### config.mk
export PLATFORM = sky130hd
export DESIGN_NAME = tile_window_table_recenter_lookup
export DESIGN_NICKNAME = d
export VERILOG_FILES = /design/src/design/twtrl_pkg.sv /design/src/design/tile_window_table_recenter_lookup.sv
export SDC_FILE = /design/constraint.sdc
export NUM_CORES = 2
export LEC_CHECK = 0
export BUFFER_PORTS_ARGS = -buffer_cell sky130_fd_sc_hd__buf_2
export CORE_ASPECT_RATIO = 0.7
export CORE_UTILIZATION = 30
export DETAILED_ROUTE_END_ITERATION = 6
export PLACE_DENSITY = 0.43
export SYNTH_ARGS = -nofsm -noshare
export SYNTH_HDL_FRONTEND = slang
export SYNTH_SLANG_ARGS = --single-unit
export TNS_END_PERCENT = 5
### constraint.sdc
create_clock -name clk -period 8.79 [get_ports clk]
set_clock_uncertainty 0.1 [all_clocks]
set_input_delay 0 -clock clk [delete_from_list [all_inputs] [get_ports clk]]
set_output_delay 0 -clock clk [all_outputs]
set_load 0.02 [all_outputs]
### src/design/twtrl_pkg.sv
package twtrl_pkg;

    localparam int RANGE      = 4;
    localparam int COORD_BITS = 16;

    localparam int SIDE    = 2 * RANGE;
    localparam int ENTRIES = SIDE * SIDE;
    localparam int IDX_W   = $clog2(ENTRIES);
    localparam int SIDE_W  = $clog2(SIDE);
    localparam int MOV_W   = $clog2(ENTRIES + 1);
    localparam int ENTRY_W = 2 * COORD_BITS;

    localparam int IN_DATA_W  = 72;
    localparam int OUT_DATA_W = 24;

    typedef logic signed [COORD_BITS-1:0] coord_t;
    typedef logic [ENTRY_W-1:0]           entry_t;
    typedef logic [IDX_W-1:0]             idx_t;
    typedef logic [SIDE_W-1:0]            side_t;
    typedef logic [MOV_W-1:0]             moved_t;

    typedef enum logic
    {
        ACT_RECENTER = 1'b0,
        ACT_LOOKUP   = 1'b1
    } action_t;

    typedef enum logic [2:0]
    {
        ST_IDLE = 3'b001,
        ST_RUN  = 3'b010,
        ST_FIN  = 3'b100
    } state_t;

endpackage

### src/design/tile_window_table_recenter_lookup.sv
// Tile window table: a (2*RANGE)^2-entry table of tile coordinate pairs kept in a
// simple dual-port synchronous RAM (one read and one write per cycle). A recenter beat
// (tuser = 0) relocates every entry outside the window around the camera tile to the
// opposite edge and reports how many moved; a lookup beat (tuser = 1) floors the world
// position to its tile (>> 4), searches for the highest matching index and returns it
// with the in-tile offset. Every beat sweeps all entries, one RAM read per cycle from
// the top index down, with a registered RAM read feeding a read-modify-write stage.
// An input beat is followed by ENTRIES reads, the modify/write of the last entry and
// the load of the output register. The slave side is ready again from the edge that
// loads the output register, so a new beat is accepted only once the previous sweep
// is through; the sweep over the RAM read port is what limits the beat rate. The result
// register lets a new beat be accepted while the previous result waits on m_axis_tready;
// the load of the next result then waits until that one is taken.
// The table's reset grid comes from per-entry valid flops, so no clearing pass runs
// after reset. Tile coordinates wrap at COORD_BITS bits and compare as signed values.
module tile_window_table_recenter_lookup
(
    input  logic                             clk,
    input  logic                             rst_n,

    input  logic                             s_axis_tvalid,
    output logic                             s_axis_tready,
    // [15:0] cam_tile_x, [31:16] cam_tile_z, [51:32] world_x, [71:52] world_z
    input  logic [twtrl_pkg::IN_DATA_W-1:0]  s_axis_tdata,
    // [0] action
    input  logic                             s_axis_tuser,

    output logic                             m_axis_tvalid,
    input  logic                             m_axis_tready,
    // [0] found, [6:1] entry_index, [10:7] local_x, [14:11] local_z,
    // [21:15] moved_count, [23:22] zero
    output logic [twtrl_pkg::OUT_DATA_W-1:0] m_axis_tdata
);

    twtrl_pkg::state_t state_reg;

    // beat fields
    logic signed [15:0] cam_x;
    logic signed [15:0] cam_z;
    logic signed [19:0] world_x;
    logic signed [19:0] world_z;

    assign cam_x   = s_axis_tdata[15:0];
    assign cam_z   = s_axis_tdata[31:16];
    assign world_x = s_axis_tdata[51:32];
    assign world_z = s_axis_tdata[71:52];

    logic in_beat;
    assign s_axis_tready = (state_reg == twtrl_pkg::ST_IDLE);
    assign in_beat       = s_axis_tvalid && s_axis_tready;

    // latched command
    twtrl_pkg::action_t act_reg;
    twtrl_pkg::coord_t  cx_reg;
    twtrl_pkg::coord_t  cz_reg;
    twtrl_pkg::coord_t  tx_reg;
    twtrl_pkg::coord_t  tz_reg;
    logic [3:0]         lx_reg;
    logic [3:0]         lz_reg;

    // read issue side
    logic              issue_reg;
    twtrl_pkg::idx_t   cnt_reg;
    twtrl_pkg::side_t  col_reg;
    twtrl_pkg::side_t  row_reg;

    // modify/write stage (data arrives from RAM this cycle)
    logic              p_vld_reg;
    logic              p_last_reg;
    twtrl_pkg::idx_t   p_idx_reg;
    twtrl_pkg::side_t  p_col_reg;
    twtrl_pkg::side_t  p_row_reg;

    // table RAM and per-entry written flags
    twtrl_pkg::entry_t             mem [twtrl_pkg::ENTRIES];
    twtrl_pkg::entry_t             rd_data_reg;
    logic                          rd_vld_reg;
    logic [twtrl_pkg::ENTRIES-1:0] written_reg;

    // accumulated result
    logic              hit_reg;
    twtrl_pkg::idx_t   hit_idx_reg;
    twtrl_pkg::moved_t moved_reg;

    logic              rd_en;
    assign rd_en = (state_reg == twtrl_pkg::ST_RUN) && issue_reg;

    // result register free (or being drained) while the sweep is done
    logic              out_load;
    assign out_load = (state_reg == twtrl_pkg::ST_FIN) && (!m_axis_tvalid || m_axis_tready);

    // ---------------- entry evaluation ----------------
    twtrl_pkg::coord_t ex;
    twtrl_pkg::coord_t ez;
    twtrl_pkg::coord_t zhi;
    twtrl_pkg::coord_t zlo;
    twtrl_pkg::coord_t xhi;
    twtrl_pkg::coord_t xlo;
    twtrl_pkg::coord_t new_x;
    twtrl_pkg::coord_t new_z;
    logic              moved;
    logic              match;
    logic              wr_en;

    assign zhi = cz_reg + twtrl_pkg::coord_t'(twtrl_pkg::RANGE);
    assign zlo = cz_reg - twtrl_pkg::coord_t'(twtrl_pkg::RANGE);
    assign xhi = cx_reg + twtrl_pkg::coord_t'(twtrl_pkg::RANGE);
    assign xlo = cx_reg - twtrl_pkg::coord_t'(twtrl_pkg::RANGE);

    always_comb
    begin
        // an entry never written still holds its reset grid position
        if (rd_vld_reg)
        begin
            ex = rd_data_reg[twtrl_pkg::COORD_BITS-1:0];
            ez = rd_data_reg[twtrl_pkg::ENTRY_W-1:twtrl_pkg::COORD_BITS];
        end
        else
        begin
            ex = twtrl_pkg::coord_t'(p_col_reg) - twtrl_pkg::coord_t'(twtrl_pkg::RANGE);
            ez = twtrl_pkg::coord_t'(p_row_reg) - twtrl_pkg::coord_t'(twtrl_pkg::RANGE);
        end

        new_x = ex;
        new_z = ez;
        moved = 1'b1;
        // first matching rule only: z high, z low, x high, x low
        if (ez > zhi)
        begin
            new_z = cz_reg - twtrl_pkg::coord_t'(twtrl_pkg::RANGE - 1);
        end
        else if (ez < zlo)
        begin
            new_z = cz_reg + twtrl_pkg::coord_t'(twtrl_pkg::RANGE - 1);
        end
        else if (ex > xhi)
        begin
            new_x = cx_reg - twtrl_pkg::coord_t'(twtrl_pkg::RANGE - 1);
        end
        else if (ex < xlo)
        begin
            new_x = cx_reg + twtrl_pkg::coord_t'(twtrl_pkg::RANGE - 1);
        end
        else
        begin
            moved = 1'b0;
        end

        match = (ex == tx_reg) && (ez == tz_reg);
    end

    assign wr_en = p_vld_reg && (act_reg == twtrl_pkg::ACT_RECENTER);

    // ---------------- RAM ----------------
    always_ff @(posedge clk)
    begin
        if (rd_en)
        begin
            rd_data_reg <= mem[cnt_reg];
        end
        if (wr_en)
        begin
            mem[p_idx_reg] <= {new_z, new_x};
        end
    end

    always_ff @(posedge clk or negedge rst_n)
    begin
        if (!rst_n)
        begin
            written_reg <= '0;
            rd_vld_reg  <= 1'b0;
        end
        else
        begin
            if (rd_en)
            begin
                rd_vld_reg <= written_reg[cnt_reg];
            end
            if (wr_en)
            begin
                written_reg[p_idx_reg] <= 1'b1;
            end
        end
    end

    // ---------------- sequencer ----------------
    always_ff @(posedge clk or negedge rst_n)
    begin
        if (!rst_n)
        begin
            state_reg     <= twtrl_pkg::ST_IDLE;
            issue_reg     <= 1'b0;
            p_vld_reg     <= 1'b0;
            p_last_reg    <= 1'b0;
            hit_reg       <= 1'b0;
            moved_reg     <= '0;
            m_axis_tvalid <= 1'b0;
        end
        else
        begin
            if (out_load)
            begin
                m_axis_tvalid <= 1'b1;
            end
            else if (m_axis_tvalid && m_axis_tready)
            begin
                m_axis_tvalid <= 1'b0;
            end

            case (state_reg)
                twtrl_pkg::ST_IDLE:
                begin
                    p_vld_reg <= 1'b0;
                    if (in_beat)
                    begin
                        state_reg <= twtrl_pkg::ST_RUN;
                        issue_reg <= 1'b1;
                        hit_reg   <= 1'b0;
                        moved_reg <= '0;
                    end
                end

                twtrl_pkg::ST_RUN:
                begin
                    p_vld_reg  <= issue_reg;
                    p_last_reg <= issue_reg && (cnt_reg == '0);
                    if (cnt_reg == '0)
                    begin
                        issue_reg <= 1'b0;
                    end

                    if (p_vld_reg)
                    begin
                        if (act_reg == twtrl_pkg::ACT_RECENTER)
                        begin
                            if (moved)
                            begin
                                moved_reg <= moved_reg + twtrl_pkg::moved_t'(1);
                            end
                        end
                        else if (match && !hit_reg)
                        begin
                            hit_reg <= 1'b1;
                        end
                        if (p_last_reg)
                        begin
                            state_reg <= twtrl_pkg::ST_FIN;
                        end
                    end
                end

                twtrl_pkg::ST_FIN:
                begin
                    p_vld_reg <= 1'b0;
                    if (out_load)
                    begin
                        state_reg <= twtrl_pkg::ST_IDLE;
                    end
                end

                default:
                begin
                    state_reg <= twtrl_pkg::ST_IDLE;
                end
            endcase
        end
    end

    // payload and counters
    always_ff @(posedge clk)
    begin
        if (in_beat)
        begin
            act_reg <= twtrl_pkg::action_t'(s_axis_tuser);
            cx_reg  <= twtrl_pkg::coord_t'(cam_x);
            cz_reg  <= twtrl_pkg::coord_t'(cam_z);
            // floor divide by 16 = arithmetic shift
            tx_reg  <= twtrl_pkg::coord_t'($signed(world_x[19:4]));
            tz_reg  <= twtrl_pkg::coord_t'($signed(world_z[19:4]));
            lx_reg  <= world_x[3:0];
            lz_reg  <= world_z[3:0];
            cnt_reg <= twtrl_pkg::idx_t'(twtrl_pkg::ENTRIES - 1);
            col_reg <= twtrl_pkg::side_t'(twtrl_pkg::SIDE - 1);
            row_reg <= twtrl_pkg::side_t'(twtrl_pkg::SIDE - 1);
        end
        else if (rd_en)
        begin
            if (cnt_reg != '0)
            begin
                cnt_reg <= cnt_reg - twtrl_pkg::idx_t'(1);
            end
            if (col_reg == '0)
            begin
                col_reg <= twtrl_pkg::side_t'(twtrl_pkg::SIDE - 1);
                row_reg <= row_reg - twtrl_pkg::side_t'(1);
            end
            else
            begin
                col_reg <= col_reg - twtrl_pkg::side_t'(1);
            end
        end

        if (rd_en)
        begin
            p_idx_reg <= cnt_reg;
            p_col_reg <= col_reg;
            p_row_reg <= row_reg;
        end

        if (state_reg == twtrl_pkg::ST_IDLE)
        begin
            hit_idx_reg <= '0;
        end
        else if (p_vld_reg && (act_reg == twtrl_pkg::ACT_LOOKUP) && match && !hit_reg)
        begin
            hit_idx_reg <= p_idx_reg;
        end

        if (out_load)
        begin
            if (act_reg == twtrl_pkg::ACT_LOOKUP)
            begin
                m_axis_tdata <= {2'b00, 7'd0, lz_reg, lx_reg, 6'(hit_idx_reg), hit_reg};
            end
            else
            begin
                m_axis_tdata <= {2'b00, 7'(moved_reg), 4'd0, 4'd0, 6'd0, 1'b0};
            end
        end
    end

    // ---------------- assertions ----------------
    a_start_run: assert property (@(posedge clk) disable iff (!rst_n)
        in_beat |=> (state_reg == twtrl_pkg::ST_RUN) && issue_reg)
        else $error("sweep did not start after input beat");

    a_no_write_idle: assert property (@(posedge clk) disable iff (!rst_n)
        (state_reg == twtrl_pkg::ST_IDLE) |-> !wr_en)
        else $error("table write while idle");

    a_moved_bound: assert property (@(posedge clk) disable iff (!rst_n)
        moved_reg <= twtrl_pkg::moved_t'(twtrl_pkg::ENTRIES))
        else $error("moved count beyond table size");

    a_miss_index: assert property (@(posedge clk) disable iff (!rst_n)
        (m_axis_tvalid && !m_axis_tdata[0]) |-> (m_axis_tdata[6:1] == 6'd0))
        else $error("nonzero index on a miss");

    a_lookup_no_move: assert property (@(posedge clk) disable iff (!rst_n)
        (m_axis_tvalid && m_axis_tdata[0]) |-> (m_axis_tdata[21:15] == 7'd0))
        else $error("moved count on a lookup hit");

endmodule
==> impl_metrics.tcl <==
set metrics [dict create \
    final_common_cell "edfxtp_1" \
    syn_area_um2 90500 \
    first_pass_iters 5 \
    synth_area_leaders "edfxtp_1 73%, mux4_2 17%, dfrtp_1 2.2%, ha_1 0.98%, clkbuf_1 0.60%" \
    cts_tree "yes" \
    hold_viol_final 0 \
    grt-ovfl-total 0 \
    htree_levels 4 \
    synthArstFlopShare 0.0350 \
    synth_edf_count 2187 \
    rsz0062_at_grt "false" \
    rows 168 \
    top_usage_layer "met1" \
    tns_ns 0 \
    core_area_um2 300000 \
    gp_congestion 0.874 \
    grt_pass1_vias 45100 \
    drcViolationCount 0 \
    period_share 0.803 \
    antenna_found_initial 45 \
    vias 45600 \
    clockPowerShare 0.290 \
    grt_pass1_wl_mm 395 \
    seq_power_share 0.457 \
    numCtsBuffers 220 \
    drive_gt1_frac 0.304 \
    met2_usage 0.271 \
    syn_inst 4124 \
    cts_max_path_buffers 4 \
    vdd_ir_drop_max_mv 0.254 \
    wire_per_inst_um 33.5 \
    ios 103 \
    layout_common_cells "2187 x edfxtp_1, 693 x mux4_2, 222 x clkbuf_16, 152 x dlygate4sd3_1, 126 x buf_4" \
    max_cap_violations 0 \
    startpoint_type "register" \
    die_w_um 658 \
    synth_cell_types 75 \
    postPlaceCellArea_um2 97200 \
    relSlewSlack 0.112 \
    met1_usage 0.297 \
    clock_latency_ns 0.89 \
    yosysTopAreaCellShare 0.726 \
    required_ns 9.31 \
    grt_max_degree 99 \
    p_switching_mw 10.1 \
    largest_reg_flops 2048 \
    grtUsageMet3 0.0416 \
    ant_nets 0 \
    viasPerCell 5.24 \
    final_area_um2 106000 \
    reg2regPathDepth 19 \
    fillers 27700 \
    tightest_slew_ns 1.33 \
    avgSynthCellArea_um2 21.9 \
    post-dp-hpwl_mm 160 \
    grt_use_total 0.190 \
    cts_resized 0 \
    p_leak_nw 34.1 \
    cpPeakStageDelay_ns 0.83 \
    die_h_um 462 \
    period_needed_ns 7.06 \
    hold_class "in -> async" \
    clock-sinks 2285 \
    slew_violations 0 \
    status "completed" \
    initial_core_util 0.302 \
    slowest_stage "o22ai_4" \
    post_cts_buffers 0 \
    internal-power_mw 22.2 \
    drt_iter0_markers 6023 \
    seq_area_frac_synth 0.752 \
    cts-root-buf "clkbuf_16" \
    swShare 0.312 \
    stdcell_count 8703 \
    portBuffers 100 \
    power_density_nw_per_um2 306 \
    crit_type "reg -> reg" \
    timing.fmax_mhz 142 \
    comb_power_share 0.254 \
    wl_mm 292 \
    critPathCaptureType "register" \
    dieArea_um2 304000 \
    worstPathMaxFanout 33 \
    worstPathCellList "inv_1 > ha_1 > nor3b_1 > nand2_1 > or3_1 > or3_1 > nor3_1 > xnor2_1 > ha_1 > and4_1 > nand2_1 > a2111oi_0 > a211oi_1 > mux2i_1 > buf_4 > nand2b_1 > nor2_2 > o22ai_4 > buf_4" \
    dp.cells 8143 \
    yosysTopAreaCell "edfxtp_1" \
    clkTransAtPathRegs_ns 0.07 \
    synth_ff_type "edfxtp_1" \
    crit_arrival_ns 7.58 \
    report.final.setup_viol 0 \
    num-nets-final 4671 \
    area_delta_synth_final_pct 16.8 \
    ys_seq_elements 2285 \
    ys_warn_count 0 \
]
## area by class of cell
type | instances | area [um^2] | area share
Tap cell | 3995 | 5000 | 0.0473
Multi-Input combinational cell | 1563 | 22300 | 0.211
Clock inverter | 120 | 1020 | 0.00964
Clock buffer | 273 | 5830 | 0.0551
Inverter | 64 | 241 | 0.00229
Antenna cell | 14 | 35.0 | 0.000332
Timing Repair Buffer | 389 | 3210 | 0.0304
Sequential cell | 2285 | 68100 | 0.644
## logic make-up (layout without fill, tap and decap cells)
| group | count (synthesis) | count (layout) | synth area share |
|---|---|---|---|
| flip-flops | 2285 | 2285 | 0.752 |
| multiplexers | 713 | 713 | 0.175 |
| AND/OR/NAND/NOR | 460 | 460 | 0.0258 |
| buffers and inverters | 277 | 846 | 0.0117 |
| AO/OA/AOI/OAI | 230 | 230 | 0.0178 |
| XOR/XNOR | 87 | 87 | 0.00842 |
| adder cells (fa/ha/maj) | 71 | 71 | 0.00982 |
| other | 1 | 16 | 0.0000414 |
## critical path, delay by kind of cell, from the launching register on
kind | cells | cell delay, ns
adder cells (fa/ha/maj) | 2 | 0.52
XOR/XNOR | 1 | 0.10
AND/OR/NAND/NOR | 9 | 2.92
AO/OA/AOI/OAI | 3 | 1.48
multiplexers | 1 | 0.17
flip-flops | 1 | 0.51
buffers and inverters | 3 | 0.92
## final timing paths
path	start	to	slack, ns
worst max-delay path	cz_reg[2]	mem[55][15]	1.73
worst min-delay path	rst_n	written_reg[46]	0.08
worst max register to register	cz_reg[2]	mem[55][15]	1.73
worst min register to register	row_reg[0]	p_row_reg[0]	0.34
max in group asynchronous	rst_n	written_reg[27]	7.68
min in group clk	s_axis_tdata[61]	tz_reg[5]	0.25
## Yosys cell counts, types with 21 or more instances
| cell type | count |
|---|---|
| edfxtp_1 | 2187 |
| mux4_2 | 693 |
| clkbuf_1 | 144 |
| nor2_1 | 135 |
| nand2_1 | 83 |
| dfrtp_1 | 79 |
| ha_1 | 71 |
| or2_2 | 67 |
| inv_1 | 63 |
| a21oi_1 | 60 |
| buf_1 | 57 |
| xnor2_1 | 53 |
| nand3_1 | 36 |
| xor2_1 | 34 |
| o21ai_0 | 23 |
| nor3_1 | 21 |
## what timing repair did
action	CTS	global route
hold buffers	153	0
hold endpoints to repair	192	0
setup endpoints to repair	0	0
## through the flow
stage	util	hold slack, ns	worst slack (ns)	total power [mW]
floorplan	-	-0.396	0.256	19.5
global placement	0.324	-0.0728	2.04	23.1
detailed placement	0.324	-0.0633	1.92	23.2
CTS	0.352	0.0121	1.87	32.6
global route	0.352	0.0684	1.31	33.5
finish	0.353	0.0794	1.73	32.3
## power groups by stage
stage               registers [mW]  clock network (mW)  logic, mW
global placement              15.0                   0       8.11
finish                        14.8                9.36       8.19
detailed placement            15.0                   0       8.19
global route                  14.8                9.96       8.73
floorplan                     14.9                   0       4.56
CTS                           14.8                9.57       8.26
## routing by layer
metal / part of all wire / up-vias
met1: 0.48 / 25400
met4: 0.017 / 8
met3: 0.078 / 309
li1: - / 18200
met2: 0.43 / 1717
met5: 0.00019 / -
(Power assumes the default switching activity.)
